<file path="config.mk">
export PLATFORM = sky130hd
export DESIGN_NAME = gregorian_julian_day_converter_core
export DESIGN_NICKNAME = d
export VERILOG_FILES = /design/src/hdl/gjd_pkg.sv /design/src/hdl/gjd_date2day.sv /design/src/hdl/gjd_day2date.sv /design/src/hdl/gregorian_julian_day_converter_core.sv
export SDC_FILE = /design/constraint.sdc
export NUM_CORES = 2
export LEC_CHECK = 0
export BUFFER_PORTS_ARGS = -buffer_cell sky130_fd_sc_hd__clkbuf_2
export CORE_ASPECT_RATIO = 0.8
export CORE_MARGIN = 5
export CORE_UTILIZATION = 50
export DETAILED_ROUTE_END_ITERATION = 12
export MAX_ROUTING_LAYER = met4
export PLACE_DENSITY = 0.66
export SYNTH_ARGS = -nofsm -noshare
export SYNTH_HDL_FRONTEND = slang
export SYNTH_SLANG_ARGS = --single-unit
</file>
<file path="constraint.sdc">
create_clock -name clk -period 19.95 [get_ports clk]
set_clock_uncertainty 0.15 [all_clocks]
set_input_delay 0.9975 -clock clk [delete_from_list [all_inputs] [get_ports clk]]
set_output_delay 0.9975 -clock clk [all_outputs]
set_load 0.05 [all_outputs]
</file>
<file path="src/hdl/gjd_pkg.sv">
package gjd_pkg;

  // Operation codes carried on the request's tuser
  typedef enum logic [1:0] {
    OP_DATE_TO_DAY = 2'd0,
    OP_DAY_TO_DATE = 2'd1,
    OP_ADD_DAYS    = 2'd2,
    OP_DISTANCE    = 2'd3
  } op_t;

  localparam int YEAR_W  = 14;
  localparam int MONTH_W = 4;
  localparam int DAY_W   = 5;
  localparam int DV_W    = 24;
  localparam int JD_W    = 23;

  // Register stages of the two datapath units
  localparam int D2J_STAGES = 3;
  localparam int J2D_STAGES = 11;

  typedef logic [D2J_STAGES-1:0] d2j_en_t;
  typedef logic [J2D_STAGES-1:0] j2d_en_t;

  typedef struct packed {
    logic [YEAR_W-1:0]  year;
    logic [MONTH_W-1:0] month;
    logic [DAY_W-1:0]   day;
  } date_t;

  // Days before the month in a March-based year: (153*mm + 2) / 5,
  // with January and February (and month 0) counted as months 11, 12, 10
  // of the previous year.
  function automatic logic [8:0] month_offset(input logic [MONTH_W-1:0] mon);
    logic [8:0] f;
    case (mon)
      4'd0:    f = 9'd275;
      4'd1:    f = 9'd306;
      4'd2:    f = 9'd337;
      4'd3:    f = 9'd0;
      4'd4:    f = 9'd31;
      4'd5:    f = 9'd61;
      4'd6:    f = 9'd92;
      4'd7:    f = 9'd122;
      4'd8:    f = 9'd153;
      4'd9:    f = 9'd184;
      4'd10:   f = 9'd214;
      4'd11:   f = 9'd245;
      4'd12:   f = 9'd275;
      4'd13:   f = 9'd306;
      4'd14:   f = 9'd337;
      default: f = 9'd367;
    endcase
    return f;
  endfunction

endpackage

</file>
<file path="src/hdl/gjd_date2day.sv">
// Gregorian date to Julian day number, three register stages.
module gjd_date2day (
  input  logic                      clk,
  input  gjd_pkg::d2j_en_t          en,
  input  gjd_pkg::date_t            date,
  output logic [gjd_pkg::JD_W-1:0]  jd
);
  import gjd_pkg::*;

  // yy / 100 by reciprocal; exact since yy < 2^15 and 100 < 2^7
  localparam int          K100 = 22;
  localparam logic [15:0] M100 = 16'((longint'(1) << K100) / 100 + 1);

  logic        early;
  logic [14:0] yy_next;
  logic [9:0]  dsum_next;

  logic [14:0] yy1;
  logic [9:0]  dsum1;

  logic [22:0] p365;
  logic [30:0] p100;
  logic [12:0] q4;
  logic [9:0]  dsum2;

  logic [8:0]  q100;
  logic [6:0]  q400;
  logic [24:0] jd_sum;

  // stage 1: shifted year and day-of-year part
  always_comb begin
    early     = date.month <= 4'd2;
    yy_next   = 15'(date.year) + 15'd4800 - 15'(early);
    dsum_next = 10'(date.day) + 10'(month_offset(date.month));
  end

  always_ff @(posedge clk) begin
    if (en[0]) begin
      yy1   <= yy_next;
      dsum1 <= dsum_next;
    end
  end

  // stage 2: products
  always_ff @(posedge clk) begin
    if (en[1]) begin
      p365  <= 23'(32'(yy1) * 32'd365);
      p100  <= 31'(31'(yy1) * 31'(M100));
      q4    <= yy1[14:2];
      dsum2 <= dsum1;
    end
  end

  // stage 3: leap corrections and final sum (always positive, < 2^23)
  always_comb begin
    q100   = p100[30:22];
    q400   = q100[8:2];
    jd_sum = 25'(p365) + 25'(q4) - 25'(q100) + 25'(q400) + 25'(dsum2) - 25'd32045;
  end

  always_ff @(posedge clk) begin
    if (en[2]) begin
      jd <= jd_sum[JD_W-1:0];
    end
  end

endmodule

</file>
<file path="src/hdl/gjd_day2date.sv">
// Shifted day number (jd + 32044) to Gregorian date, eleven register
// stages. Every division truncates toward zero: sign and magnitude are
// split, the magnitude goes through a reciprocal multiply, sign restored.
module gjd_day2date (
  input  logic                 clk,
  input  gjd_pkg::j2d_en_t     en,
  input  logic signed [24:0]   a_val,
  output logic signed [16:0]   year,
  output logic signed [5:0]    month,
  output logic signed [10:0]   day
);
  import gjd_pkg::*;

  // Reciprocals: exact when dividend < 2^K / divisor bound
  localparam int          K1 = 44;
  localparam logic [26:0] M1 = 27'((longint'(1) << K1) / 146097 + 1);
  localparam int          K2 = 29;
  localparam logic [18:0] M2 = 19'((longint'(1) << K2) / 1461 + 1);
  localparam int          K3 = 19;
  localparam logic [11:0] M3 = 12'((longint'(1) << K3) / 153 + 1);
  localparam int          K5 = 14;
  localparam logic [11:0] M5 = 12'((longint'(1) << K5) / 5 + 1);

  // stage 1
  logic signed [26:0] n4;
  logic signed [26:0] n4_abs;
  logic [25:0]        s1_mag;
  logic               s1_neg;
  logic signed [24:0] s1_a;
  // stage 2
  logic [52:0]        s2_prod;
  logic               s2_neg;
  logic signed [24:0] s2_a;
  // stage 3
  logic [8:0]         bmag;
  logic [26:0]        s3_p;
  logic [8:0]         s3_bmag;
  logic               s3_neg;
  logic signed [24:0] s3_a;
  // stage 4
  logic [24:0]        p4;
  logic signed [26:0] c_full;
  logic signed [16:0] c;
  logic signed [18:0] nc;
  logic signed [18:0] nc_abs;
  logic [15:0]        b100;
  logic signed [16:0] yb;
  logic [17:0]        s4_magc;
  logic               s4_sc;
  logic signed [16:0] s4_c;
  logic signed [16:0] s4_ybase;
  // stage 5
  logic [36:0]        s5_prod;
  logic               s5_sc;
  logic signed [16:0] s5_c;
  logic signed [16:0] s5_ybase;
  // stage 6
  logic [7:0]         e4mag;
  logic [18:0]        s6_q;
  logic [7:0]         s6_e4mag;
  logic               s6_sc;
  logic signed [16:0] s6_c;
  logic signed [16:0] s6_ybase;
  // stage 7
  logic [16:0]        q4v;
  logic signed [17:0] e_full;
  logic signed [9:0]  e;
  logic signed [11:0] e_ext;
  logic signed [11:0] n5;
  logic signed [11:0] n5_abs;
  logic signed [16:0] e4s;
  logic [10:0]        s7_mag5;
  logic               s7_se;
  logic signed [9:0]  s7_e;
  logic signed [16:0] s7_ye;
  // stage 8
  logic [22:0]        s8_prod;
  logic               s8_se;
  logic signed [9:0]  s8_e;
  logic signed [16:0] s8_ye;
  // stage 9
  logic [3:0]         kmag;
  logic               kneg;
  logic [10:0]        k153;
  logic [10:0]        t;
  logic signed [5:0]  ks;
  logic signed [5:0]  qs;
  logic signed [5:0]  m_next;
  logic signed [16:0] y_next;
  logic [10:0]        s9_t;
  logic               s9_kneg;
  logic signed [9:0]  s9_e;
  logic signed [5:0]  s9_m;
  logic signed [16:0] s9_y;
  // stage 10
  logic [22:0]        s10_prod;
  logic               s10_kneg;
  logic signed [9:0]  s10_e;
  logic signed [5:0]  s10_m;
  logic signed [16:0] s10_y;
  // stage 11
  logic [8:0]         g;
  logic signed [10:0] d_next;

  // stage 1: |4a + 3|
  always_comb begin
    n4     = {a_val, 2'b11};
    n4_abs = a_val[24] ? -n4 : n4;
  end

  always_ff @(posedge clk) begin
    if (en[0]) begin
      s1_mag <= n4_abs[25:0];
      s1_neg <= a_val[24];
      s1_a   <= a_val;
    end
  end

  // stage 2: |b| = |4a + 3| / 146097
  always_ff @(posedge clk) begin
    if (en[1]) begin
      s2_prod <= 53'(s1_mag) * 53'(M1);
      s2_neg  <= s1_neg;
      s2_a    <= s1_a;
    end
  end

  // stage 3: 146097 * |b|
  assign bmag = s2_prod[52:44];

  always_ff @(posedge clk) begin
    if (en[2]) begin
      s3_p    <= 27'(bmag) * 27'd146097;
      s3_bmag <= bmag;
      s3_neg  <= s2_neg;
      s3_a    <= s2_a;
    end
  end

  // stage 4: c = a - trunc(146097 b / 4), then |4c + 3|; century part of year
  always_comb begin
    p4     = s3_p[26:2];
    c_full = s3_neg ? ($signed({{2{s3_a[24]}}, s3_a}) + $signed({2'b00, p4}))
                    : ($signed({{2{s3_a[24]}}, s3_a}) - $signed({2'b00, p4}));
    c      = c_full[16:0];
    nc     = {c, 2'b11};
    nc_abs = c[16] ? -nc : nc;
    b100   = 16'(s3_bmag) * 16'd100;
    yb     = s3_neg ? -$signed({1'b0, b100}) : $signed({1'b0, b100});
  end

  always_ff @(posedge clk) begin
    if (en[3]) begin
      s4_magc  <= nc_abs[17:0];
      s4_sc    <= c[16];
      s4_c     <= c;
      s4_ybase <= yb - 17'sd4800;
    end
  end

  // stage 5: |e4| = |4c + 3| / 1461
  always_ff @(posedge clk) begin
    if (en[4]) begin
      s5_prod  <= 37'(s4_magc) * 37'(M2);
      s5_sc    <= s4_sc;
      s5_c     <= s4_c;
      s5_ybase <= s4_ybase;
    end
  end

  // stage 6: 1461 * |e4|
  assign e4mag = s5_prod[36:29];

  always_ff @(posedge clk) begin
    if (en[5]) begin
      s6_q     <= 19'(e4mag) * 19'd1461;
      s6_e4mag <= e4mag;
      s6_sc    <= s5_sc;
      s6_c     <= s5_c;
      s6_ybase <= s5_ybase;
    end
  end

  // stage 7: e = c - trunc(1461 e4 / 4), then |5e + 2|
  always_comb begin
    q4v    = s6_q[18:2];
    e_full = s6_sc ? ($signed({s6_c[16], s6_c}) + $signed({1'b0, q4v}))
                   : ($signed({s6_c[16], s6_c}) - $signed({1'b0, q4v}));
    e      = e_full[9:0];
    e_ext  = {{2{e[9]}}, e};
    n5     = (e_ext <<< 2) + e_ext + 12'sd2;
    n5_abs = e[9] ? -n5 : n5;
    e4s    = s6_sc ? -$signed({9'b0, s6_e4mag}) : $signed({9'b0, s6_e4mag});
  end

  always_ff @(posedge clk) begin
    if (en[6]) begin
      s7_mag5 <= n5_abs[10:0];
      s7_se   <= e[9];
      s7_e    <= e;
      s7_ye   <= s6_ybase + e4s;
    end
  end

  // stage 8: |k| = |5e + 2| / 153
  always_ff @(posedge clk) begin
    if (en[7]) begin
      s8_prod <= 23'(s7_mag5) * 23'(M3);
      s8_se   <= s7_se;
      s8_e    <= s7_e;
      s8_ye   <= s7_ye;
    end
  end

  // stage 9: month, year, and |153k + 2| for the day correction
  always_comb begin
    kmag   = s8_prod[22:19];
    kneg   = s8_se && (kmag != 4'd0);
    k153   = 11'(kmag) * 11'd153;
    t      = kneg ? (k153 - 11'd2) : (k153 + 11'd2);
    ks     = kneg ? -$signed({2'b00, kmag}) : $signed({2'b00, kmag});
    qs     = (kmag >= 4'd10) ? (kneg ? -6'sd1 : 6'sd1) : 6'sd0;
    m_next = ks + 6'sd3 - ((qs <<< 3) + (qs <<< 2));
    y_next = s8_ye + {{11{qs[5]}}, qs};
  end

  always_ff @(posedge clk) begin
    if (en[8]) begin
      s9_t    <= t;
      s9_kneg <= kneg;
      s9_e    <= s8_e;
      s9_m    <= m_next;
      s9_y    <= y_next;
    end
  end

  // stage 10: |153k + 2| / 5
  always_ff @(posedge clk) begin
    if (en[9]) begin
      s10_prod <= 23'(s9_t) * 23'(M5);
      s10_kneg <= s9_kneg;
      s10_e    <= s9_e;
      s10_m    <= s9_m;
      s10_y    <= s9_y;
    end
  end

  // stage 11: day of month
  always_comb begin
    g      = s10_prod[22:14];
    d_next = s10_kneg ? ($signed({s10_e[9], s10_e}) + $signed({2'b00, g}) + 11'sd1)
                      : ($signed({s10_e[9], s10_e}) - $signed({2'b00, g}) + 11'sd1);
  end

  always_ff @(posedge clk) begin
    if (en[10]) begin
      day   <= d_next;
      month <= s10_m;
      year  <= s10_y;
    end
  end

endmodule

</file>
<file path="src/hdl/gregorian_julian_day_converter_core.sv">
// Gregorian calendar / Julian day number converter.
//
// Request channel (s_*): s_tuser is the operation (date to day number,
// day number to date, date plus signed offset, distance between dates);
// s_tdata carries both dates and the signed 24-bit day value.
// Result channel (m_*): m_tdata carries the day number or distance and the
// resulting date; m_tuser flags a resulting year outside 0..9999. Fields
// that an operation does not produce read as zero.
//
// From request acceptance to m_tvalid, three stages turn each date into
// a day number (both dates in parallel), one stage forms the offset sum
// and the distance, eleven stages turn a day number back into a date, and
// one output register formats the result. Throughput is one request per
// cycle unless backpressure stalls the pipeline; every division by 100,
// 146097, 1461, 153 or 5 is a reciprocal multiply followed by a register.
//
// Reset clears all stage valid bits; data registers are not reset.
// When the receiver holds m_tready low the result holds, and the stages
// behind it keep filling empty slots; s_tready drops only once every stage
// holds a request. Nothing is dropped or repeated under backpressure.
module gregorian_julian_day_converter_core (
  input  logic        clk,
  input  logic        rst,
  // request
  input  logic        s_tvalid,
  output logic        s_tready,
  // year_a[13:0] month_a[17:14] day_a[22:18] year_b[36:23] month_b[40:37]
  // day_b[45:41] day_value[69:46] zero[71:70]
  input  logic [71:0] s_tdata,
  // operation[1:0]
  input  logic [1:0]  s_tuser,
  // result
  output logic        m_tvalid,
  input  logic        m_tready,
  // day_result[22:0] year_out[36:23] month_out[40:37] day_out[45:41] zero[47:46]
  output logic [47:0] m_tdata,
  // out_of_range[0]
  output logic        m_tuser
);
  import gjd_pkg::*;

  localparam int S4_IDX  = D2J_STAGES;            // offset/distance stage
  localparam int J2D_LO  = D2J_STAGES + 1;        // first day-to-date stage
  localparam int NSTG    = D2J_STAGES + 1 + J2D_STAGES + 1;
  localparam int OUT_IDX = NSTG - 1;

  // Stage control: a stage loads whenever it or any stage downstream of it
  // is empty, or m_tready is high.
  logic [NSTG-1:0] valid;
  logic [NSTG-1:0] en;

  always_comb begin
    for (int i = 0; i < NSTG; i++) begin
      en[i] = m_tready || ((valid >> i) != ({NSTG{1'b1}} >> i));
    end
  end

  always_ff @(posedge clk) begin
    if (rst) begin
      valid <= '0;
    end else begin
      if (en[0]) valid[0] <= s_tvalid;
      for (int i = 1; i < NSTG; i++) begin
        if (en[i]) valid[i] <= valid[i-1];
      end
    end
  end

  assign s_tready = en[0];
  assign m_tvalid = valid[OUT_IDX];

  // Request unpacking
  date_t             date_a;
  date_t             date_b;
  op_t               op_in;
  logic signed [23:0] dv_in;

  always_comb begin
    date_a = '{year: s_tdata[13:0], month: s_tdata[17:14], day: s_tdata[22:18]};
    date_b = '{year: s_tdata[36:23], month: s_tdata[40:37], day: s_tdata[45:41]};
    dv_in  = s_tdata[69:46];
    op_in  = op_t'(s_tuser);
  end

  // Date to day number, both dates side by side
  logic [JD_W-1:0] jd_a;
  logic [JD_W-1:0] jd_b;

  gjd_date2day u_d2j_a (
    .clk  (clk),
    .en   (en[D2J_STAGES-1:0]),
    .date (date_a),
    .jd   (jd_a)
  );

  gjd_date2day u_d2j_b (
    .clk  (clk),
    .en   (en[D2J_STAGES-1:0]),
    .date (date_b),
    .jd   (jd_b)
  );

  // Operation and offset travel alongside the first unit
  op_t                op_d [D2J_STAGES];
  logic signed [23:0] dv_d [D2J_STAGES];

  always_ff @(posedge clk) begin
    if (en[0]) begin
      op_d[0] <= op_in;
      dv_d[0] <= dv_in;
    end
    for (int i = 1; i < D2J_STAGES; i++) begin
      if (en[i]) begin
        op_d[i] <= op_d[i-1];
        dv_d[i] <= dv_d[i-1];
      end
    end
  end

  // Offset sum (shifted by 32044 for the date unit) and distance
  op_t                op_s;
  logic [JD_W-1:0]    base;
  logic signed [24:0] a_next;
  logic [23:0]        diff_fwd;
  logic [23:0]        diff_rev;
  logic [JD_W-1:0]    dres_next;
  logic signed [24:0] a_val;
  op_t                op4;
  logic [JD_W-1:0]    dres4;

  always_comb begin
    op_s      = op_d[D2J_STAGES-1];
    base      = (op_s == OP_DAY_TO_DATE) ? '0 : jd_a;
    a_next    = $signed({2'b00, base}) + $signed({dv_d[D2J_STAGES-1][23],
                dv_d[D2J_STAGES-1]}) + 25'sd32044;
    diff_fwd  = {1'b0, jd_a} - {1'b0, jd_b};
    diff_rev  = {1'b0, jd_b} - {1'b0, jd_a};
    dres_next = (op_s == OP_DATE_TO_DAY) ? jd_a
              : (diff_fwd[23] ? diff_rev[JD_W-1:0] : diff_fwd[JD_W-1:0]);
  end

  always_ff @(posedge clk) begin
    if (en[S4_IDX]) begin
      a_val <= a_next;
      op4   <= op_s;
      dres4 <= dres_next;
    end
  end

  // Day number to date
  logic signed [16:0] year_s;
  logic signed [5:0]  month_s;
  logic signed [10:0] day_s;

  gjd_day2date u_j2d (
    .clk   (clk),
    .en    (en[OUT_IDX-1:J2D_LO]),
    .a_val (a_val),
    .year  (year_s),
    .month (month_s),
    .day   (day_s)
  );

  op_t             op_q   [J2D_STAGES];
  logic [JD_W-1:0] dres_q [J2D_STAGES];

  always_ff @(posedge clk) begin
    if (en[J2D_LO]) begin
      op_q[0]   <= op4;
      dres_q[0] <= dres4;
    end
    for (int i = 1; i < J2D_STAGES; i++) begin
      if (en[J2D_LO+i]) begin
        op_q[i]   <= op_q[i-1];
        dres_q[i] <= dres_q[i-1];
      end
    end
  end

  // Output register
  logic               date_op;
  logic               oor_next;
  logic [JD_W-1:0]    day_result;
  logic [YEAR_W-1:0]  year_out;
  logic [MONTH_W-1:0] month_out;
  logic [DAY_W-1:0]   day_out;
  logic               out_of_range;

  always_comb begin
    date_op  = (op_q[J2D_STAGES-1] == OP_DAY_TO_DATE) ||
               (op_q[J2D_STAGES-1] == OP_ADD_DAYS);
    oor_next = date_op && ((year_s < 17'sd0) || (year_s > 17'sd9999));
  end

  always_ff @(posedge clk) begin
    if (en[OUT_IDX]) begin
      day_result   <= date_op ? '0 : dres_q[J2D_STAGES-1];
      year_out     <= date_op ? year_s[YEAR_W-1:0] : '0;
      month_out    <= date_op ? month_s[MONTH_W-1:0] : '0;
      day_out      <= date_op ? day_s[DAY_W-1:0] : '0;
      out_of_range <= oor_next;
    end
  end

  assign m_tdata = {2'b00, day_out, month_out, year_out, day_result};
  assign m_tuser = out_of_range;

`ifndef SYNTHESIS
  // An empty output register means every stage can advance
  a_ready_when_out_empty: assert property (@(posedge clk) disable iff (rst)
    !m_tvalid |-> s_tready)
    else $error("request stalled while output register empty");

  // Backpressure at the input only when the whole pipeline is full
  a_stall_only_when_full: assert property (@(posedge clk) disable iff (rst)
    !s_tready |-> ((&valid) && !m_tready))
    else $error("request stalled with a free stage");

  // Range flag only on date results, which carry no day number
  a_oor_no_day_result: assert property (@(posedge clk) disable iff (rst)
    (m_tvalid && m_tuser) |-> (day_result == '0))
    else $error("range flag set on a day-number result");

  // An in-range date result has a month no greater than 12 and a nonzero day
  a_in_range_date_ok: assert property (@(posedge clk) disable iff (rst)
    (m_tvalid && !m_tuser && (month_out != '0)) |->
      ((month_out <= 4'd12) && (day_out != '0)))
    else $error("in-range date with bad month or day");
`endif

endmodule

</file>
After elaboration in Yosys (flattened, before gate mapping). Memory sizes are Yosys's and may differ from the RTL's. A register that Yosys moved wholly into a read port is not among the register bits. Index checks and enable logic that the tools add are counted.

Bits in read-only memories: 288. Logic and storage cells: 234. Memory bits (writable): 353. Memories kept: 6. Output and inout bits: 51. Register bits: 841. Input port bits: 78.

Memories: dres_q (depth 11, width 23, rd ports 11, clocked after Yosys merged registers in 1, wr ports 11, RTL line gregorian_julian_day_converter_core.sv:165) `logic [JD_W-1:0] dres_q [J2D_STAGES];`; (name not given) (depth 16, width 9, rd ports 1, clocked after Yosys merged registers in 0, wr ports 0, RTL line gjd_pkg.sv:35) `case (mon)`; (name not given) (depth 16, width 9, rd ports 1, clocked after Yosys merged registers in 0, wr ports 0, RTL line gjd_pkg.sv:35); dv_d (depth 3, width 24, rd ports 3, clocked after Yosys merged registers in 0, wr ports 3, RTL line gregorian_julian_day_converter_core.sv:105) `logic signed [23:0] dv_d [D2J_STAGES];`; op_q (depth 11, width 2, rd ports 11, clocked after Yosys merged registers in 0, wr ports 11, RTL line gregorian_julian_day_converter_core.sv:164) `op_t op_q [J2D_STAGES];`; op_d (depth 3, width 2, rd ports 3, clocked after Yosys merged registers in 0, wr ports 3, RTL line gregorian_julian_day_converter_core.sv:104) `op_t op_d [D2J_STAGES];`.

$add $sub $neg: 44. Muxes and demuxes: 43. Equal/unequal tests: 18. Multipliers: 12. Reduce and logical (&&, ||, !) cells: 22. $lt $le $gt $ge: 5. Bitwise gates (word level): 1.

Operators by type and width (count): 23-bit two-way mux (3); 15-bit by 13-bit multiplier with 28-bit output, second input constant (2); 17-bit adder (3); 17-bit two-way mux (3); 26-bit by 24-bit multiplier with 50-bit output, second input constant (1); 23-bit by 10-bit adder with 23-bit output (2); 23-bit by 13-bit adder with 23-bit output (2); 23-bit by 7-bit adder with 23-bit output (2); 15-bit by 9-bit multiplier with 23-bit output, second input constant (2); 23-bit by 15-bit subtractor with 23-bit output, second input constant (2); 23-bit by 9-bit subtractor with 23-bit output (2); 18-bit by 19-bit multiplier with 37-bit output, second input constant (1); 14-bit by 13-bit adder with 15-bit output, second input constant (2); 15-bit by 1-bit subtractor with 15-bit output (2); 1-bit two-way mux (28); 26-bit two-way mux (1); 26-bit negator (1); 24-bit by 24-bit adder with 25-bit output (1); 25-bit by 16-bit adder with 25-bit output, second input constant (1); 23-bit by 23-bit subtractor with 24-bit output (1); 11-bit by 12-bit multiplier with 23-bit output, second input constant (1); 23-bit subtractor (1); 11-bit two-way mux (2); 5-bit by 9-bit adder with 10-bit output (2); other kinds (55) (77).

Logic depth before layout (Yosys ltp).
Depth in word-level cells: 6. Mapped depth: 23. Gate-level depth less buffers: 23.

Modules after synthesis. From an unflattened synthesis, not the netlist that was laid out.

Cell total of the unflattened synthesis: 6972. Area total of the unflattened synthesis: 84126.9 µm².

By module, submodules not included: gjd_day2date (cells an instance 3507, area an instance 41360.9 µm², instances 1, sequential area each 12702.2 µm²); gregorian_julian_day_converter_core (cells an instance 1194, area an instance 18641.6 µm², instances 1, sequential area each 13833.3 µm²); gjd_date2day at u_d2j_a (cells an instance 1145, area an instance 12084.1 µm², instances 1, sequential area each 3093.0 µm²); gjd_date2day at u_d2j_b (cells an instance 1126, area an instance 12040.3 µm², instances 1, sequential area each 3093.0 µm²).

Least setup slack after synthesis. Ideal clock, no wire load.

Path type: input port to flip-flop. From: in m_tready. To: mem dv_d[1][0], in the netlist dv_d[0][24] (enable). Data arrival time: 7184 ps. Stages: 9. Library setup time: 1174 ps. Required time: 18626 ps. Path slack: 11441 ps. Path buffers: 0. Cell sequence: and2b_2 > inv_1 > nor3_1 > and3_1 > and2_2 > nand3_1 > nor2_1 > and3_1 > nand2_1.

RTL lines: start, declared (RTL line gregorian_julian_day_converter_core.sv:34) `input logic m_tready,`; end, declared (RTL line gregorian_julian_day_converter_core.sv:105).

Final worst setup path.
From: reg u_j2d.s1_mag[1]. To: reg u_j2d.s2_prod[52], data pin.

Longest elaborated chain between the ends: 1.

Ends and longest elaborated chain: start, declared (RTL line gjd_day2date.sv:27) `logic [25:0] s1_mag;`; start signal, assigned (RTL line gjd_day2date.sv:113) `s1_mag <= n4_abs[25:0];`; 26-bit by 24-bit multiplier with 50-bit output (RTL line gjd_day2date.sv:122) `s2_prod <= 53'(s1_mag) * 53'(M1);`; end signal, assigned (RTL line gjd_day2date.sv:122); end, declared (RTL line gjd_day2date.sv:31) `logic [52:0] s2_prod;`.

No other way between the ends. A chain may end at the register's enable or synchronous reset.

==> flow_metrics.py <==
metrics = {
    "die": {
        "io-pin-count": 129,
        "core_area_sq_um": 162000,
        "die_y_um": 370,
        "rows": 132,
        "dieArea_sq_um": 170000,
        "start_util": 0.502,
        "die_w_um": 460,
    },
    "drt": {
        "ant_nets": 0,
        "drc": 0,
        "drt-vias-per-instance": 5.05,
        "drtPass1Iterations": 5,
        "wire_per_inst_um": 16.8,
        "drtIter0Drc": 2203,
        "wl_mm": 152,
        "num_vias": 45638,
    },
    "sta": {
        "setup_viol": 0,
        "fmax_mhz": 134,
        "maxSlewViolCount": 0,
        "tightest_slew_ns": 1.16,
        "rsz0062_at_grt": "no",
        "setup_tns_ns": 0,
        "slew_headroom": 0.224,
        "fin_crit_ns": 7.44,
        "fin_crit_sh": 0.373,
        "hold_viol_final": 0,
    },
    "synth": {
        "synth-seq-cells": 1061,
        "avgSynthCellArea_sq_um": 12.3,
        "synth_seq_area_share": 0.391,
        "synth_cell_type_count": 101,
        "synth_edf_count": 1045,
        "synth_flop_cell": "edfxtp_1",
        "yosys_warnings": 0,
        "syn_area_sq_um": 81000,
        "synthArstFlopShare": 0,
        "synthCells": 6598,
    },
    "cts": {
        "cts-hold-fix-buffers": 0,
        "cts_tree": "yes",
        "clk_pin_slew_worst_paths_ns": 0.07,
        "cts_buffers": 101,
        "cts.path.max_buffers": 3,
        "cts_resized": 0,
        "post_cts_buffers": 0,
        "h-tree-depth": 3,
        "clock_latency_ns": 0.71,
        "cts-root-buf": "clkbuf_16",
        "numClockSinks": 1061,
    },
    "flow_run": {
        "cap_violations": 0,
    },
    "global_routing": {
        "antenna_found_initial": 6,
        "grt_pass1_wl_mm": 252,
        "track_usage": 0.191,
        "grt_max_degree": 81,
        "overflow": 0,
        "grt_pass1_vias": 47908,
    },
    "layout": {
        "final_common_cell": "inv_1",
        "drive_gt1_frac": 0.0537,
        "final_cell_mix": "inv_1 (1487), ha_1 (1203), edfxtp_1 (1045)",
        "area_growth_pct": 8.39,
        "fillers": 13607,
        "fin_nets": 8854,
    },
    "hold_path": {
        "min_path_cells": 0,
        "min_from": "u_j2d.s2_a[9]",
        "holdPathEnd": "u_j2d.s3_a[9]",
        "hold_path.class": "flop to flop",
    },
    "worst_setup_path": {
        "worstPathArrival_ns": 7.74,
        "cp_data_required_time_ns": 20.25,
        "crit_fanout": 9,
        "startpoint_type": "flop",
        "rrSetupSlack_ns": 12.51,
        "regToRegEndpoint": "u_j2d.s2_prod[52]",
        "worstSetupEndpointType": "flop",
        "crit_type": "flop to flop",
        "reg2reg_depth": 23,
        "rr_startpoint": "u_j2d.s1_mag[1]",
    },
    "placed_design": {
        "dpl.hpwl_mm": 125,
        "io_buffers": 124,
        "place_congestion": 0.920,
    },
    "outcome": {
        "outcome": "finished clean",
    },
}
## flip-flops by register name, indices dropped and copies added (netlist names), 25 cells and up
name	flops
a_val	25
dres_q	253
dv_d	72
u_j2d.s1_mag	25
## cell usage after synthesis, types with 12 or more instances
cell | count | area, sq um
xnor2_1 | 280 | 2450
nand3_1 | 59 | 295
o31a_1 | 12 | 105
nand2_1 | 146 | 548
fa_1 | 771 | 15400
and2_1 | 57 | 357
nor2b_1 | 67 | 419
ha_1 | 1203 | 15100
o21ai_0 | 133 | 666
o21a_1 | 38 | 285
mux2i_1 | 17 | 170
xor2_1 | 121 | 1060
clkbuf_1 | 29 | 109
or2_2 | 13 | 81.3
or3_1 | 24 | 150
a211oi_1 | 31 | 233
o31ai_1 | 20 | 150
edfxtp_1 | 1045 | 31400
inv_1 | 1495 | 5610
dfxtp_1 | 16 | 320
o211ai_1 | 18 | 135
nor2_1 | 221 | 830
o21bai_1 | 43 | 323
a21oi_1 | 270 | 1350
a21o_1 | 108 | 811
a21boi_0 | 23 | 173
and3_1 | 22 | 138
nor3_1 | 67 | 335
nand4_1 | 27 | 169
nand2b_1 | 28 | 175
a31oi_1 | 18 | 113
## how the worst max path moves through the flow
| stage | slack [ns] | depth (start not counted) | to | startpoint |
|---|---|---|---|---|
| after floorplan | 11.44 | 9 | dv_d[0][24] | m_tready |
| after global placement | 12.55 | 21 | u_j2d.s2_prod[52] | u_j2d.s1_mag[1] |
| after detailed placement | 12.54 | 21 | u_j2d.s2_prod[52] | u_j2d.s1_mag[1] |
| after CTS | 12.56 | 21 | u_j2d.s2_prod[52] | u_j2d.s1_mag[1] |
| after global routing | 12.10 | 21 | u_j2d.s2_prod[52] | u_j2d.s1_mag[1] |
| final | 12.51 | 23 | u_j2d.s2_prod[52] | u_j2d.s1_mag[1] |
## worst max-delay path: stages (launching register included)
cell      delay [ns]
edfxtp_1        0.67
inv_1           0.33
fa_1            0.60
inv_1           0.05
fa_1            0.47
inv_1           0.05
fa_1            0.45
fa_1            0.49
inv_1           0.05
fa_1            0.48
inv_1           0.05
fa_1            0.48
fa_1            0.51
inv_1           0.07
ha_1            0.32
nand4_1         0.12
nor2_1          0.12
nand3_1         0.08
a21oi_1         0.54
o211ai_1        0.26
a21o_1          0.25
and2_1          0.18
o21ai_0         0.26
a311oi_1        0.14
## cells by family after synthesis
group / synth area share
AOI/OAI and AO/OA: 0.0643
xor gates and xnor gates: 0.0445
adders and majority gates: 0.376
buffers and inverters: 0.0720
DFF: 0.391
muxes: 0.00363
other: 0.0000463
and+or+nand+nor: 0.0479
## layer usage
| layer | part of all wire | global-route usage | vias up | wire (um) |
|---|---|---|---|---|
| li1 | - | - | 22455 | - |
| met1 | 0.48 | 0.265 | 22238 | 72500 |
| met2 | 0.45 | 0.297 | 762 | 69200 |
| met3 | 0.048 | 0.0343 | 183 | 7330 |
| met4 | 0.020 | 0.0383 | 0 | 3100 |
| met5 | 0 | - | - | 0 |
## layout make-up
| cell class | instances | area (sq um) | area share |
|---|---|---|---|
| Sequential cell | 1061 | 31700 | 0.361 |
| Inverter | 1495 | 5610 | 0.0639 |
| Clock buffer | 120 | 2600 | 0.0296 |
| Timing Repair Buffer | 146 | 786 | 0.00895 |
| Tap cell | 2144 | 2680 | 0.0305 |
| Antenna cell | 5 | 12.5 | 0.000142 |
| Multi-Input combinational cell | 3997 | 43500 | 0.496 |
| Clock inverter | 68 | 883 | 0.0101 |
## through the flow
stage	cell area, sq um	setup WS (ns)	util	hold WS, ns	cells
after floorplan	81000	11.44	-	0.250	6601
after global placement	84300	12.55	0.522	0.250	8843
after detailed placement	84300	12.54	0.522	0.255	8843
after CTS	87800	12.56	0.544	0.234	9031
after global routing	87800	12.10	0.544	0.249	9036
final	87800	12.51	0.544	0.245	9036
Power is left out: the tool's default activity adds up to more than one toggle a clock period on the data nets, which glitch-free logic cannot reach.
